==> config.mk <==
export PLATFORM = sky130hd
export DESIGN_NAME = at_response_terminator_parser_top
export DESIGN_NICKNAME = d
export VERILOG_FILES = /design/src/atrtp_pkg.sv /design/src/atrtp_parser.sv /design/src/at_response_terminator_parser_top.sv
export SDC_FILE = /design/constraint.sdc
export NUM_CORES = 1
export LEC_CHECK = 0
export BUFFER_PORTS_ARGS = -buffer_cell sky130_fd_sc_hd__buf_4
export CAP_MARGIN = 20
export CELL_PAD_IN_SITES_DETAIL_PLACEMENT = 1
export CELL_PAD_IN_SITES_GLOBAL_PLACEMENT = 1
export CORE_ASPECT_RATIO = 0.75
export CORE_UTILIZATION = 50
export DETAILED_ROUTE_END_ITERATION = 8
export HOLD_SLACK_MARGIN = 0.05
export PLACE_DENSITY_LB_ADDON = 0.15
export SLEW_MARGIN = 10
export SYNTH_ARGS = -nofsm -noshare
export SYNTH_HDL_FRONTEND = slang
export SYNTH_SLANG_ARGS = --single-unit
==> constraint.sdc <==
create_clock -name clk -period 8.3 [get_ports clk]
set_input_delay 1.245 -clock clk [delete_from_list [all_inputs] [get_ports clk]]
set_output_delay 1.245 -clock clk [all_outputs]
set_load 0.02 [all_outputs]
==> src/atrtp_pkg.sv <==
// Package with the types and constants of the AT response terminator parser.
package atrtp_pkg;

	localparam int DEFAULT_BUFFER_DEPTH = 1024;
	localparam int BYTE_W = 8;
	localparam int CFG_W = 11;
	localparam logic [CFG_W-1:0] MAX_BYTES_RESET = 11'd100;

	localparam logic [BYTE_W-1:0] CH_CR = 8'h0D;
	localparam logic [BYTE_W-1:0] CH_LF = 8'h0A;
	localparam logic [BYTE_W-1:0] CH_O = 8'h4F;
	localparam logic [BYTE_W-1:0] CH_K = 8'h4B;
	localparam logic [BYTE_W-1:0] CH_E = 8'h45;
	localparam logic [BYTE_W-1:0] CH_R = 8'h52;

	typedef enum logic [2:0] {
		PH_SCAN   = 3'b001,
		PH_OKWAIT = 3'b010,
		PH_TAIL   = 3'b100
	} phase_t;

	typedef enum logic [1:0] {
		ST_RUN   = 2'd0,
		ST_OK    = 2'd1,
		ST_ERR   = 2'd2,
		ST_LIMIT = 2'd3
	} status_t;

endpackage

==> src/atrtp_parser.sv <==
// Parser state (match window, line-feed parity, phase, stored count) and per-byte result logic.
module atrtp_parser #(
	parameter int BUFFER_DEPTH = atrtp_pkg::DEFAULT_BUFFER_DEPTH,
	localparam int IW = $clog2(BUFFER_DEPTH),
	localparam int CW = $clog2(BUFFER_DEPTH + 2)
) (
	input  logic                           clk,
	input  logic                           arst_n,
	input  logic                           step,
	input  logic [atrtp_pkg::BYTE_W-1:0]   rx_byte,
	input  logic [atrtp_pkg::CFG_W-1:0]    max_bytes,
	output logic                           keep,
	output logic [IW-1:0]                  write_index,
	output logic                           last,
	output atrtp_pkg::status_t             status,
	output logic [CW-1:0]                  length
);
	import atrtp_pkg::*;

	localparam int CMP_W = (CW > CFG_W) ? CW : CFG_W;
	localparam logic [CMP_W-1:0] DEPTH_C = CMP_W'(BUFFER_DEPTH);
	localparam logic [CW-1:0] DEPTH_CNT = CW'(BUFFER_DEPTH);
	localparam logic [CW-1:0] TWO = CW'(2);

	logic [BYTE_W-1:0] win_q [5];
	logic              par_q;
	phase_t            phase_q;
	logic [CW-1:0]     count_q;

	logic [BYTE_W-1:0] win_n [5];
	logic              par_n;
	phase_t            phase_n;
	logic [CW-1:0]     count_n;
	logic              clear;
	logic              drop;
	logic [CMP_W-1:0]  lim;
	logic              at_limit;

	// Effective limit is the smaller of the register and the buffer depth
	assign lim = (CMP_W'(max_bytes) > DEPTH_C) ? DEPTH_C : CMP_W'(max_bytes);

	// Shifted window: index 4 holds the newest byte
	always_comb begin
		for (int i = 0; i < 4; i++) begin
			win_n[i] = win_q[i+1];
		end
		win_n[4] = rx_byte;
	end

	// Work out result and next state for one byte
	always_comb begin
		keep = 1'b0;
		write_index = '0;
		last = 1'b0;
		status = ST_RUN;
		length = '0;
		par_n = par_q;
		phase_n = phase_q;
		count_n = count_q;
		clear = 1'b0;
		drop = 1'b0;
		at_limit = 1'b0;
		unique case (phase_q)
			PH_OKWAIT: begin
				last = 1'b1;
				status = ST_OK;
				length = count_q;
				clear = 1'b1;
			end
			PH_TAIL: begin
				keep = 1'b1;
				write_index = count_q[IW-1:0];
				count_n = count_q + 1'b1;
				at_limit = CMP_W'(count_n) >= lim;
				if (win_q[4] == CH_CR && rx_byte == CH_LF) begin
					last = 1'b1;
					status = ST_ERR;
					length = (count_n >= TWO) ? count_n - TWO : '0;
					clear = 1'b1;
				end else if (at_limit) begin
					last = 1'b1;
					status = ST_LIMIT;
					length = count_n;
					clear = 1'b1;
				end
			end
			default: begin
				// Scanning, and any code that is not a phase
				par_n = par_q ^ (rx_byte == CH_LF);
				drop = (rx_byte == CH_LF && par_n) || rx_byte == CH_CR;
				if (!drop && count_q < DEPTH_CNT) begin
					keep = 1'b1;
					write_index = count_q[IW-1:0];
					count_n = count_q + 1'b1;
				end
				at_limit = CMP_W'(count_n) >= lim;
				priority if (win_n[2] == CH_O && win_n[3] == CH_K && win_n[4] == CH_CR) begin
					phase_n = PH_OKWAIT;
				end else if (win_n[0] == CH_E && win_n[1] == CH_R && win_n[2] == CH_R &&
						win_n[3] == CH_O && win_n[4] == CH_R) begin
					phase_n = PH_TAIL;
				end else if (at_limit) begin
					last = 1'b1;
					status = ST_LIMIT;
					length = count_n;
					clear = 1'b1;
				end else begin
					phase_n = PH_SCAN;
				end
			end
		endcase
	end

	// Advance the state on each processed beat; clear it after a response ends
	always_ff @(posedge clk or negedge arst_n) begin
		if (!arst_n) begin
			for (int i = 0; i < 5; i++) begin
				win_q[i] <= '0;
			end
			par_q <= 1'b0;
			phase_q <= PH_SCAN;
			count_q <= '0;
		end else if (step) begin
			if (clear) begin
				for (int i = 0; i < 5; i++) begin
					win_q[i] <= '0;
				end
				par_q <= 1'b0;
				phase_q <= PH_SCAN;
				count_q <= '0;
			end else begin
				win_q <= win_n;
				par_q <= par_n;
				phase_q <= phase_n;
				count_q <= count_n;
			end
		end
	end

endmodule

==> src/at_response_terminator_parser_top.sv <==
// Top level of the AT response terminator parser: handshakes, input and result registers.
// Takes one received modem byte per beat and returns one result per byte: the byte echoed,
// whether and where it goes into the response buffer, and on the byte that ends a response
// (OK then CR and one more byte, ERROR then a tail up to CR LF, or the byte limit) the
// status and final length. One byte is accepted every cycle unless the output side stalls; each
// byte passes the input register, then the combinational window compare and count update into the
// result register, and a stalled output side holds one result while one more byte waits in the
// input register. The user must write the byte limit max_bytes (reset 100, capped at
// BUFFER_DEPTH) via the cfg channel only between responses; the block does not enforce it.
module at_response_terminator_parser_top #(
	parameter int BUFFER_DEPTH = atrtp_pkg::DEFAULT_BUFFER_DEPTH,
	localparam int IW = $clog2(BUFFER_DEPTH),
	localparam int CW = $clog2(BUFFER_DEPTH + 2)
) (
	input  logic                           clk,
	input  logic                           arst_n,
	input  logic                           in_valid,
	output logic                           in_ready,
	input  logic [atrtp_pkg::BYTE_W-1:0]   rx_byte,
	output logic                           out_valid,
	input  logic                           out_ready,
	output logic [atrtp_pkg::BYTE_W-1:0]   data_byte,
	output logic                           keep,
	output logic [IW-1:0]                  write_index,
	output logic                           last,
	output logic [1:0]                     status,
	output logic [CW-1:0]                  length,
	input  logic                           cfg_valid,
	output logic                           cfg_ready,
	input  logic [atrtp_pkg::CFG_W-1:0]    cfg_data
);
	import atrtp_pkg::*;

	logic              in_valid_s1;
	logic [BYTE_W-1:0] rx_byte_s1;
	logic              advance;
	logic [CFG_W-1:0]  max_bytes_q;

	logic              keep_c;
	logic [IW-1:0]     widx_c;
	logic              last_c;
	status_t           status_c;
	logic [CW-1:0]     length_c;

	logic              out_valid_s2;
	logic [BYTE_W-1:0] data_byte_s2;
	logic              keep_s2;
	logic [IW-1:0]     widx_s2;
	logic              last_s2;
	status_t           status_s2;
	logic [CW-1:0]     length_s2;

	// Move the held byte on when the result register is free or draining
	assign advance = in_valid_s1 && (!out_valid_s2 || out_ready);
	assign in_ready = !in_valid_s1 || advance;
	assign cfg_ready = 1'b1;

	// Hold the byte limit register
	always_ff @(posedge clk or negedge arst_n) begin
		if (!arst_n) begin
			max_bytes_q <= MAX_BYTES_RESET;
		end else if (cfg_valid && cfg_ready) begin
			max_bytes_q <= cfg_data;
		end
	end

	// Input register
	always_ff @(posedge clk or negedge arst_n) begin
		if (!arst_n) begin
			in_valid_s1 <= 1'b0;
		end else if (in_ready) begin
			in_valid_s1 <= in_valid;
		end
	end

	always_ff @(posedge clk) begin
		if (in_valid && in_ready) begin
			rx_byte_s1 <= rx_byte;
		end
	end

	atrtp_parser #(
		.BUFFER_DEPTH(BUFFER_DEPTH)
	) u_parser (
		.clk         (clk),
		.arst_n      (arst_n),
		.step        (advance),
		.rx_byte     (rx_byte_s1),
		.max_bytes   (max_bytes_q),
		.keep        (keep_c),
		.write_index (widx_c),
		.last        (last_c),
		.status      (status_c),
		.length      (length_c)
	);

	// Result register
	always_ff @(posedge clk or negedge arst_n) begin
		if (!arst_n) begin
			out_valid_s2 <= 1'b0;
		end else if (advance) begin
			out_valid_s2 <= 1'b1;
		end else if (out_ready) begin
			out_valid_s2 <= 1'b0;
		end
	end

	always_ff @(posedge clk) begin
		if (advance) begin
			data_byte_s2 <= rx_byte_s1;
			keep_s2 <= keep_c;
			widx_s2 <= widx_c;
			last_s2 <= last_c;
			status_s2 <= status_c;
			length_s2 <= length_c;
		end
	end

	assign out_valid = out_valid_s2;
	assign data_byte = data_byte_s2;
	assign keep = keep_s2;
	assign write_index = widx_s2;
	assign last = last_s2;
	assign status = status_s2;
	assign length = length_s2;

endmodule

==> results of run 1 <==
## stage by stage
| stage | hold WS (ps) | worst slack, ps | cells | area (um2) |
|---|---|---|---|---|
| CTS | 491 | 2760 | 716 | 6250 |
| finish | 490 | 2770 | 716 | 6250 |
| floorplan | 443 | 3950 | 527 | 5470 |
| detailed placement | 475 | 2780 | 700 | 5970 |
| global route | 509 | 2390 | 716 | 6250 |
| global placement | 463 | 3130 | 700 | 5970 |
## power groups by stage
stage               combinational, mW  sequential, mW  clock (mW)
finish                          0.799           0.813       0.414
global route                    0.878           0.831       0.435
CTS                             0.800           0.808       0.419
detailed placement              0.770           0.816           0
global placement                0.731           0.806           0
floorplan                       0.565           0.781           0
## cell usage in the layout, fill, tap and decap left out, types with 6 or more instances in the layout
cell type,n
sky130_fd_sc_hd__dfrtp_1,56
sky130_fd_sc_hd__nand4_1,6
sky130_fd_sc_hd__nor2_1,26
sky130_fd_sc_hd__edfxtp_1,41
sky130_fd_sc_hd__o21ai_2,29
sky130_fd_sc_hd__nand2b_1,7
sky130_fd_sc_hd__ha_1,27
sky130_fd_sc_hd__clkbuf_16,9
sky130_fd_sc_hd__nand2_1,109
sky130_fd_sc_hd__nand3_1,10
sky130_fd_sc_hd__inv_1,19
sky130_fd_sc_hd__mux2_2,10
sky130_fd_sc_hd__xnor2_1,18
sky130_fd_sc_hd__nor3_1,11
sky130_fd_sc_hd__a21oi_1,11
sky130_fd_sc_hd__and3_1,6
sky130_fd_sc_hd__o21ai_0,11
sky130_fd_sc_hd__o21ai_1,13
sky130_fd_sc_hd__buf_4,60
sky130_fd_sc_hd__a22oi_1,7
## per-layer routing
layer / vias up / part of all wire / wire length, um / global-route usage
met5: - / 0.00087 / 13 / 0
li1: 1977 / - / - / -
met1: 2129 / 0.47 / 7030 / 0.404
met4: 2 / 0.021 / 310 / 0.0976
met3: 29 / 0.057 / 855 / 0.0690
met2: 138 / 0.45 / 6770 / 0.441
## path summary, 6_finish.rpt
kind	to	cells after the start
max in group asynchronous	u_parser.count_q[1]$_DFFE_PN0P_	1
worst min-delay path	u_parser.win_n[38]$_DFFE_PN0P_	2
min in group asynchronous	u_parser.win_n[37]$_DFFE_PN0P_	1
worst max register to register	u_parser.par_q$_DFFE_PN0P_	18
worst max-delay path	u_parser.par_q$_DFFE_PN0P_	18
worst min register to register	u_parser.win_n[38]$_DFFE_PN0P_	2
## cells by family (layout without fill, tap and decap cells)
family | count (synthesis) | count (layout)
muxes | 10 | 10
other | 1 | 1
AOI/OAI and AO/OA | 114 | 114
buffers and inverters | 44 | 97
adders and majority gates | 27 | 27
xor gates and xnor gates | 22 | 22
DFF | 101 | 101
and+or+nand+nor | 208 | 208
## final cells by class
| cell class | count | area, um2 |
|---|---|---|
| clock buffer | 9 | 225 |
| tap | 136 | 170 |
| multi-input combinational | 382 | 2530 |
| fill | 1133 | 4200 |
| clock inverter | 7 | 58.8 |
| inverter | 21 | 78.8 |
| sequential | 101 | 2740 |
| timing repair buffer | 60 | 450 |
## sequential cells by signal, indices dropped and copies added, names as in the netlist, 2 cells and up
signal	count
data_byte	8
length	11
max_bytes_q	11
rx_byte_s1	8
status	2
u_parser.count_q	11
u_parser.phase_q	3
u_parser.win_n	32
write_index	10
## cell usage after synthesis (6+ instances only)
cell / count
sky130_fd_sc_hd__nand2_1: 109
sky130_fd_sc_hd__dfrtp_1: 56
sky130_fd_sc_hd__edfxtp_1: 41
sky130_fd_sc_hd__o21ai_2: 29
sky130_fd_sc_hd__ha_1: 27
sky130_fd_sc_hd__nor2_1: 26
sky130_fd_sc_hd__inv_1: 19
sky130_fd_sc_hd__xnor2_1: 18
sky130_fd_sc_hd__clkbuf_1: 14
sky130_fd_sc_hd__o21ai_1: 13
sky130_fd_sc_hd__a21oi_1: 11
sky130_fd_sc_hd__nor3_1: 11
sky130_fd_sc_hd__o21ai_0: 11
sky130_fd_sc_hd__mux2_2: 10
sky130_fd_sc_hd__nand3_1: 10
sky130_fd_sc_hd__a22oi_1: 7
sky130_fd_sc_hd__nand2b_1: 7
sky130_fd_sc_hd__and3_1: 6
sky130_fd_sc_hd__nand4_1: 6
## critical path, delay by kind of cell (launching register included)
family	cells	cell delay (ps)
compound gates	6	1830
buf+inv	3	240
fa+ha+maj	3	820
simple gates	6	1990
flops	1	460
==> run summary, run 1 <==
WORST SETUP PATH
----------------------------------------------------------------------------------
Cell occurring most often along the worst timing path                 sky130_fd_sc_hd__ha_1
Reg-to-Reg Start                                                      rx_byte_s1[4]$_DFFE_PP_
Data required, critical path                                               8550 ps
Type of the worst setup path                                               reg2reg
Endpoint type of the worst setup path                                    flip-flop
Worst setup path startpoint                                           rx_byte_s1[4]$_DFFE_PP_
Largest incremental delay on the critical path                              570 ps
Cells along the critical path                                         or4b_4 -> or2_4 -> nor4b_1 -> ha_1 -> inv_1 -> o31a_1 -> nand2_1 -> inv_2 -> ha_1 -> inv_1 -> ha_1 -> nand2b_1 -> a211o_1 -> o2bb2ai_1 -> o211ai_1 -> o21a_1 -> nand2_4 -> o31ai_1
Crit path DAT                                                              5780 ps
Crit path launch type                                                    flip-flop
Setup slack, reg-to-reg                                                    2770 ps
Master of the slowest instance on the critical path                   sky130_fd_sc_hd__or4b_4
Largest driver fanout on the critical path                                      35

FLOORPLAN
----------------------------------------------------------------------------------
Die Area                                                                 11400 um2
Die Span X                                                                  123 um
I/O pin cnt                                                                     60
Number of placement rows                                                        32
Die outline height                                                         92.6 um
Starting Density                                                             0.524
Placeable core area                                                      10500 um2

HOLD PATH
----------------------------------------------------------------------------------
Hold wc startpoint                                                    u_parser.win_n[38]$_DFFE_PN0P_
Class of the most critical hold timing path                                reg2reg

GLOBAL ROUTING
----------------------------------------------------------------------------------
Number of antenna violations at the first check in global routing                1
Global-route wire length before repair                                    24300 um
Number of global-route vias before repair                                     4454
Total grt overflow                                                               0
Pin count of the biggest net entering global routing                            61
Overall track demand over capacity in global routing                         0.289

PWR
----------------------------------------------------------------------------------
Share of total power in combinational logic                                  0.395
Power, Total                                                               2.03 mW
Sequential cell fraction of total power                                      0.401
Switching share of total power                                               0.426
Power share of the clock group                                               0.204
Static power due to leakage                                                2.59 nW
Internal cell power                                                        1.16 mW
Pwr dens                                                                324 nW/um2
Maximum vdd ir drop                                                     0.000135 V
Switching pwr                                                             0.863 mW

LOGIC SYNTHESIS
----------------------------------------------------------------------------------
Share of synthesized registers carrying an async set or reset                0.594
Main combinational cell family by area after synthesis                simple AND/OR/NAND/NOR gates
Adder-cell share of the synthesized area                                    0.0617
Summed instance area of the synthesized netlist                           5470 um2
Synth Area in Compound Gates                                                 0.161
Count of flip-flops with a built-in enable after synthesis                      41
Count of synthesis-stage warnings from yosys                                     0
Sequential fraction of the synthesis area                                    0.500
Number of cells produced by synthesis                                          527
Xor and xnor area share after synthesis                                     0.0366
Top cells by area in the synthesized netlist                          sky130_fd_sc_hd__dfrtp_1 (26%), sky130_fd_sc_hd__edfxtp_1 (22%), sky130_fd_sc_hd__nand2_1 (7.5%), sky130_fd_sc_hd__ha_1 (6.2%), sky130_fd_sc_hd__o21ai_2 (4.6%)
Yosys top cell area share                                                    0.256
Leading register cell type out of synthesis                           sky130_fd_sc_hd__dfrtp_1
Mux share of post-synthesis cell area                                       0.0206
Net count after synthesis                                                      578
Cell type with the largest total area after synthesis                 sky130_fd_sc_hd__dfrtp_1
Count of cell types in the netlist                                              70
FF+latch count, synth                                                          101
Mean area per synthesized cell                                            10.4 um2
Simple logic cell fraction of the synthesized area                           0.181

TIMING
----------------------------------------------------------------------------------
Final setup violation count                                                      0
RSZ-0062 raised after global routing                                            no
Final count of pins violating max slew                                           0
Number of failing hold endpoints at the final stage                              0
Slew @ Worst Pin                                                            859 ps
Setup Total Neg Slack                                                         0 ps
Post-route fraction of the period consumed by the critical path              0.666
Relative max-transition margin                                               0.427
Post-layout min period                                                     5530 ps
Setup skew after layout                                                    7.49 ps
Achievable frequency                                                       181 MHz

CELLS AND AREA
----------------------------------------------------------------------------------
Antenna diode count                                                              0
Share of final-layout standard cells stronger than drive strength 1          0.241
Count of nets after finishing                                                  626
Area growth syn-to-layout                                                    14.2%
Share of the core filled with cells                                          0.598

CTS
----------------------------------------------------------------------------------
Cts bufs inserted                                                                9
Setup bufs post-CTS                                                              0
Quantity of gates resized following cts                                          0
Clock Sink Count                                                               101
Buffer type at the clock tree root                                    sky130_fd_sc_hd__clkbuf_16
Number of buffers inserted by hold repair at cts                                 0
Source-to-sink clock delay at the later pin of the worst-skew pair          350 ps
Clock-pin slew on the worst setup and hold paths                             70 ps
TritonCTS clock tree                                                           yes
H-Tree Level Count                                                               3
Deepest clock path buffer count                                                  2

ROUTING
----------------------------------------------------------------------------------
Detailed router's first-iteration violation count                              367
DRC violation count after routing                                                0
Total vias in the final route                                                 4275
Final WL                                                                  15000 um
Post-detailed-route wirelength per cell                                    20.9 um
Antenna violation net count after detailed routing                               0
Detailed Routing Iterations Pass 1                                               5
Routed via count divided by cell count                                        5.97

PLACED DESIGN
----------------------------------------------------------------------------------
RD Place Congestion                                                          0.858
Number of buffers inserted by port buffering                                    58
Half-perimeter wire length after detailed placement                       10600 um

FLOW RUN
----------------------------------------------------------------------------------
Max-cap violations                                                               0

RUN STATUS
----------------------------------------------------------------------------------
Outcome                                                               finished clean

No activity file was read; power rests on OpenSTA's default activity.
==> inputs of run 2 (changes only) <==
--- a/config.mk
+++ b/config.mk
@@ -10,7 +10,7 @@
 export CELL_PAD_IN_SITES_DETAIL_PLACEMENT = 1
 export CELL_PAD_IN_SITES_GLOBAL_PLACEMENT = 1
 export CORE_ASPECT_RATIO = 0.75
-export CORE_UTILIZATION = 50
+export CORE_UTILIZATION = 42
 export DETAILED_ROUTE_END_ITERATION = 8
 export HOLD_SLACK_MARGIN = 0.05
 export PLACE_DENSITY_LB_ADDON = 0.15
==> constraint.sdc (replaced) <==
create_clock -name clk -period 4.7 [get_ports clk]
set_input_delay 0.705 -clock clk [delete_from_list [all_inputs] [get_ports clk]]
set_output_delay 0.705 -clock clk [all_outputs]
set_load 0.02 [all_outputs]
==> run 2 against run 1 <==
- maximum frequency is 23% higher
- total power is 83% higher
- sequential power is 70% higher
- critical endpoint is now length[0]$_DFFE_PP_
==> run summary, run 2 (synthesis results as in run 1) <==
RUN STATUS
----------------------------------------------------------------------------------------
Outcome                                                                     finished clean

WORST SETUP PATH
----------------------------------------------------------------------------------------
Master of the slowest instance on the critical path                         sky130_fd_sc_hd__or4b_4
Worst reg2reg endpoint                                                      length[0]$_DFFE_PP_
Largest incremental delay on the critical path                                    570 ps
Cells along the critical path                                               or4b_4 -> or2_4 -> nor4b_2 -> ha_1 -> inv_1 -> o31a_1 -> nand2_1 -> inv_2 -> ha_4 -> inv_1 -> ha_1 -> nand2b_1 -> a211o_1 -> o2bb2ai_1 -> o211ai_1 -> buf_4 -> nor2_2 -> a22oi_1 -> o21ai_1
Category of cells accounting for the largest share of critical-path delay   simple AND/OR/NAND/NOR gates
Setup slack, reg-to-reg                                                           220 ps
Type of the worst setup path                                                     reg2reg
Number of cells traversed by the worst register-to-register path                      19
Buffers plus inverters on the worst setup path                                         4
Largest driver fanout on the critical path                                            10
Data required, critical path                                                     4770 ps
Reg-to-Reg Start                                                            rx_byte_s1[5]$_DFFE_PP_
Endpoint type of the worst setup path                                          flip-flop
Crit path DAT                                                                    4560 ps
Crit path launch type                                                          flip-flop

CTS
----------------------------------------------------------------------------------------
Cts bufs inserted                                                                      9
Clock-pin slew on the worst setup and hold paths                                   80 ps
Clock Sink Count                                                                     101
TritonCTS clock tree                                                                 yes
Deepest clock path buffer count                                                        2
Buffer type at the clock tree root                                          sky130_fd_sc_hd__clkbuf_16
Source-to-sink clock delay at the later pin of the worst-skew pair                350 ps
H-Tree Level Count                                                                     3

ROUTING
----------------------------------------------------------------------------------------
Routed via count divided by cell count                                              5.57
Post-detailed-route wirelength per cell                                          19.6 um
Final WL                                                                        15000 um
DRC violation count after routing                                                      0
Antenna violation net count after detailed routing                                     0
Detailed router's first-iteration violation count                                    321
Total vias in the final route                                                       4269
Detailed Routing Iterations Pass 1                                                     4

TIMING
----------------------------------------------------------------------------------------
Number of failing hold endpoints at the final stage                                    0
Final setup violation count                                                            0
Post-layout min period                                                           4480 ps
Relative max-transition margin                                                     0.410
Worst Setup Slack, final                                                          218 ps
Setup Total Neg Slack                                                               0 ps
Worst hold slack across all endpoints                                             427 ps
Setup skew after layout                                                          7.27 ps
RSZ-0062 raised after global routing                                                  no
Final count of pins violating max slew                                                 0
Slew @ Worst Pin                                                                  885 ps
Post-route fraction of the period consumed by the critical path                    0.954
Achievable frequency                                                             223 MHz

PWR
----------------------------------------------------------------------------------------
Static power due to leakage                                                      2.72 nW
Maximum vdd ir drop                                                           0.000281 V
Pwr dens                                                                      568 nW/um2

HOLD PATH
----------------------------------------------------------------------------------------
Class of the most critical hold timing path                                     in2async

GLOBAL ROUTING
----------------------------------------------------------------------------------------
Global-route wire length before repair                                          23800 um
Total grt overflow                                                                     0
Number of global-route vias before repair                                           4272
Number of antenna violations at the first check in global routing                      0
Overall track demand over capacity in global routing                               0.234
Pin count of the biggest net entering global routing                                  61

CELLS AND AREA
----------------------------------------------------------------------------------------
Antenna diode count                                                                    0
Most common cell after layout, fill and taps aside                          sky130_fd_sc_hd__nand2_1
Share of final-layout standard cells stronger than drive strength 1                0.280
Commonest cells after routing, fill and taps aside                          sky130_fd_sc_hd__nand2_1 (109), sky130_fd_sc_hd__buf_4 (76), sky130_fd_sc_hd__dfrtp_1 (56)
Count of nets after finishing                                                        647
Max FFs per register                                                                  32
Area growth syn-to-layout                                                          19.5%

PLACED DESIGN
----------------------------------------------------------------------------------------
Placement Setup Slack                                                            57.8 ps
RD Place Congestion                                                                0.885
Number of buffers inserted by port buffering                                          58
Half-perimeter wire length after detailed placement                             10900 um

FLOORPLAN
----------------------------------------------------------------------------------------
I/O pin cnt                                                                           60
Starting Density                                                                   0.439
Number of placement rows                                                              35
Die Area                                                                       13500 um2
Die outline height                                                                101 um
Die Span X                                                                        134 um
Placeable core area                                                            12500 um2

FLOW RUN
----------------------------------------------------------------------------------------
Max-cap violations                                                                     0

==> run 2: how the worst max path moves through the flow <==
stage                                      endpoint                     from  cells past startpoint
floorplan                            last$_DFFE_PP_  rx_byte_s1[5]$_DFFE_PP_                     19
global placement                length[4]$_DFFE_PP_  rx_byte_s1[5]$_DFFE_PP_                     19
detailed placement              length[4]$_DFFE_PP_  rx_byte_s1[5]$_DFFE_PP_                     19
CTS                             length[4]$_DFFE_PP_  rx_byte_s1[5]$_DFFE_PP_                     19
global route        u_parser.count_q[6]$_DFFE_PN0P_  rx_byte_s1[5]$_DFFE_PP_                     17
finish                          length[0]$_DFFE_PP_  rx_byte_s1[5]$_DFFE_PP_                     19
==> run 2: power by group <==
part / switching (mW) / leakage (nW) / internal, mW
Clock: 0.375 / 0.147 / 0.378
Sequential: 0.199 / 1.15 / 1.18
Combinational: 0.975 / 1.42 / 0.611
Total: 1.55 / 2.72 / 2.17
==> run 2: worst register-to-register path, delay by kind of cell, from the launching register on <==
family / cells / cell delay [ps]
DFF: 1 / 400
buffers and inverters: 4 / 400
and+or+nand+nor: 6 / 1460
adders and majority gates: 3 / 750
AOI/OAI and AO/OA: 6 / 1200
==> run 2: layout make-up <==
class | count | area [um2]
clock inverters | 7 | 76.3
repair buffers | 80 | 633
multi-input cells | 383 | 2580
fillers | 1381 | 5940
well taps | 166 | 208
inverters | 21 | 78.8
flip-flops and latches | 101 | 2740
clock buffers | 9 | 225
==> run 2: routing by layer <==
metal	wire, um	share of wire	track usage	up-vias
li1	-	-	-	2024
met1	7540	0.50	0.348	2133
met2	6670	0.44	0.356	103
met3	671	0.045	0.0402	9
met4	114	0.0076	0.0507	0
met5	0	0	0	-
==> run 2: repair_timing <==
item,in CTS,in global routing
endpoints found under the setup margin,0,44
resized for setup,0,11
endpoints found under the hold margin,0,0
hold buffers,0,0
buffers inserted,0,0
==> run 2: metrics by stage <==
| step | cells | util | power, mW | area, um2 |
|---|---|---|---|---|
| 6_report | 767 | 0.524 | 3.71 | 6540 |
| 5_1_grt | 767 | 0.524 | 3.96 | 6540 |
| 4_1_cts | 766 | 0.519 | 3.68 | 6480 |
| 3_5_place_dp | 750 | 0.495 | 2.90 | 6180 |
| 3_3_place_gp | 750 | 0.495 | 2.83 | 6180 |
| 2_1_floorplan | 527 | - | 2.38 | 5470 |
==> inputs of run 3 (changes only) <==
--- a/config.mk
+++ b/config.mk
@@ -7,10 +7,8 @@
 export LEC_CHECK = 0
 export BUFFER_PORTS_ARGS = -buffer_cell sky130_fd_sc_hd__buf_4
 export CAP_MARGIN = 20
-export CELL_PAD_IN_SITES_DETAIL_PLACEMENT = 1
-export CELL_PAD_IN_SITES_GLOBAL_PLACEMENT = 1
 export CORE_ASPECT_RATIO = 0.75
-export CORE_UTILIZATION = 42
+export CORE_UTILIZATION = 53
 export DETAILED_ROUTE_END_ITERATION = 8
 export HOLD_SLACK_MARGIN = 0.05
 export PLACE_DENSITY_LB_ADDON = 0.15
==> run 3 against run 2 <==
- global-route usage is 2.0 points higher
- sequential cell count stayed put
- total power is 3.2% lower
- non-clock buffer count is 5 lower
- cell area is 2.2% lower
- via count is 1.7% lower
- critical path depth stayed put
- first-iteration DRC count is 5.0% higher
- combinational power is 6% lower
- worst setup slack worse by 7.1 ps
- largest cell class unchanged
==> run summary, run 3 (synthesis results as in run 1) <==
RUN STATUS
----------------------------------------------------------------------------------
Outcome                                                               finished clean

TIMING
----------------------------------------------------------------------------------
Relative max-transition margin                                               0.369
Post-layout min period                                                     4490 ps
Final count of pins violating max slew                                           0
Final setup violation count                                                      0
RSZ-0062 raised after global routing                                            no
Slew @ Worst Pin                                                            947 ps
Setup Total Neg Slack                                                         0 ps
Number of failing hold endpoints at the final stage                              0
Post-route fraction of the period consumed by the critical path              0.955
Setup skew after layout                                                    9.33 ps
Achievable frequency                                                       223 MHz

WORST SETUP PATH
----------------------------------------------------------------------------------
Largest driver fanout on the critical path                                       9
Worst reg2reg endpoint                                                u_parser.count_q[4]$_DFFE_PN0P_
Type of the worst setup path                                               reg2reg
Crit path DAT                                                              4750 ps
Worst setup path startpoint                                           rx_byte_s1[5]$_DFFE_PP_
Data required, critical path                                               4960 ps
Number of cells traversed by the worst register-to-register path                19
Setup slack, reg-to-reg                                                     210 ps
Reg-to-Reg Start                                                      rx_byte_s1[5]$_DFFE_PP_
Crit path launch type                                                    flip-flop
Endpoint type of the worst setup path                                    flip-flop

PLACED DESIGN
----------------------------------------------------------------------------------
Half-perimeter wire length after detailed placement                        9370 um
Cell total after placement                                                     711
RD Place Congestion                                                          0.951
Area after detailed placement                                             6090 um2
Number of buffers inserted by port buffering                                    58

ROUTING
----------------------------------------------------------------------------------
Top routing layer in use                                                      met4
Wire length on met2                                                        5470 um
Detailed router's first-iteration violation count                              337
Routed via count divided by cell count                                        5.77
Antenna violation net count after detailed routing                               0
Total vias in the final route                                                 4195
Detailed Routing Iterations Pass 1                                               5
DRC violation count after routing                                                0
Final WL                                                                  12800 um
Post-detailed-route wirelength per cell                                    17.7 um
Metal-1 WL                                                                 6270 um
Wire length on met3                                                         931 um

CELLS AND AREA
----------------------------------------------------------------------------------
Share of the core filled with cells                                          0.650
Finished Cell Area                                                        6400 um2
Most common cell after layout, fill and taps aside                    sky130_fd_sc_hd__nand2_1
Count of nets after finishing                                                  641
Commonest cells after routing, fill and taps aside                    sky130_fd_sc_hd__nand2_1 (109), sky130_fd_sc_hd__buf_4 (72), sky130_fd_sc_hd__dfrtp_1 (56)
Share of final-layout standard cells stronger than drive strength 1          0.266
Max FFs per register                                                            32
Antenna diode count                                                              0
Area growth syn-to-layout                                                    16.9%
Final cell count without fillers                                               727
Fillers                                                                        799

CTS
----------------------------------------------------------------------------------
Deepest clock path buffer count                                                  2
Setup bufs post-CTS                                                              0
Clock-pin slew on the worst setup and hold paths                             70 ps
H-Tree Level Count                                                               3
TritonCTS clock tree                                                           yes
Source-to-sink clock delay at the later pin of the worst-skew pair          350 ps
Buffer type at the clock tree root                                    sky130_fd_sc_hd__clkbuf_16
Cts bufs inserted                                                                9
Clock Sink Count                                                               101

FLOORPLAN
----------------------------------------------------------------------------------
Die Span X                                                                  119 um
Number of placement rows                                                        31
Die Area                                                                 10700 um2
I/O pin cnt                                                                     60
Placeable core area                                                       9850 um2
Starting Density                                                             0.556
Die outline height                                                         90.0 um

GLOBAL ROUTING
----------------------------------------------------------------------------------
Number of antenna violations at the first check in global routing                0
Total grt overflow                                                               0
Number of global-route vias before repair                                     4102
Overall track demand over capacity in global routing                         0.253
Global-route wire length before repair                                    21200 um
Pin count of the biggest net entering global routing                            61

PWR
----------------------------------------------------------------------------------
Maximum vdd ir drop                                                     0.000262 V
Static power due to leakage                                                2.68 nW
Pwr dens                                                                562 nW/um2

HOLD PATH
----------------------------------------------------------------------------------
Class of the most critical hold timing path                               in2async

FLOW RUN
----------------------------------------------------------------------------------
Max-cap violations                                                               0

run 3: cell count changes in the layout (fill, tap and decap cells not counted), sizes merged:
cell | before | now
buf | 80 | 75
clkinv | 3 | 4
inv | 25 | 24
nand3 | 12 | 11
run 3: report_power, final:
group	total, mW	leakage (nW)	switching (mW)	internal [mW]
logic	1.50	1.38	0.925	0.572
registers	1.38	1.15	0.198	1.18
clock network	0.723	0.144	0.351	0.372
total	3.60	2.68	1.47	2.12
run 3: per-stage QoR:
step	setup slack (ps)	hold slack, ps	power [mW]
after floorplan	354	409	2.38
after global placement	140	455	2.78
after detailed placement	22.0	469	2.84
after CTS	15.2	456	3.58
after global routing	0.0848	479	3.81
final	211	419	3.60
run 3: critical path: stages, from the launching register on:
cell and delay [ps]:
sky130_fd_sc_hd__edfxtp_1 440, sky130_fd_sc_hd__or4b_4 580, sky130_fd_sc_hd__or2_4 270, sky130_fd_sc_hd__nor4b_2 260, sky130_fd_sc_hd__ha_1 180, sky130_fd_sc_hd__inv_1 40
sky130_fd_sc_hd__o31a_1 120, sky130_fd_sc_hd__nand2_1 110, sky130_fd_sc_hd__inv_2 90, sky130_fd_sc_hd__ha_1 330, sky130_fd_sc_hd__inv_1 50, sky130_fd_sc_hd__ha_1 270
sky130_fd_sc_hd__nand2b_1 150, sky130_fd_sc_hd__a211o_1 300, sky130_fd_sc_hd__o2bb2ai_1 130, sky130_fd_sc_hd__o211ai_1 270, sky130_fd_sc_hd__o21a_1 250, sky130_fd_sc_hd__buf_6 160
sky130_fd_sc_hd__nand3_4 150, sky130_fd_sc_hd__o311ai_2 240
run 3: metal layers:
layer,vias up,track usage
li1,2009,-
met1,1995,0.386
met2,173,0.361
met3,18,0.0584
met4,0,0.0667
met5,-,0
run 3: timing repair:
| action | in CTS | in global routing |
|---|---|---|
| endpoints found under the setup margin | 0 | 37 |
| resized for setup | 0 | 7 |
| hold buffers | 0 | 0 |
run 3: layout make-up:
class                           instances  area, um2  area share
Tap cell                              132        165      0.0258
Inverter                               21       78.8      0.0123
Multi-Input combinational cell        382       2540       0.397
Timing Repair Buffer                   75        583      0.0911
Clock buffer                            9        225      0.0352
Sequential cell                       101       2740       0.428
Clock inverter                          7       66.3      0.0104
run 3: worst max-delay path by stage:
| stage | slack [ps] | to | cells past startpoint |
|---|---|---|---|
| CTS | 20 | length[2]$_DFFE_PP_ | 17 |
| floorplan | 350 | last$_DFFE_PP_ | 19 |
| global placement | 140 | length[4]$_DFFE_PP_ | 19 |
| global route | 0.08 | u_parser.count_q[4]$_DFFE_PN0P_ | 19 |
| finish | 210 | u_parser.count_q[4]$_DFFE_PN0P_ | 19 |
| detailed placement | 20 | length[2]$_DFFE_PP_ | 17 |
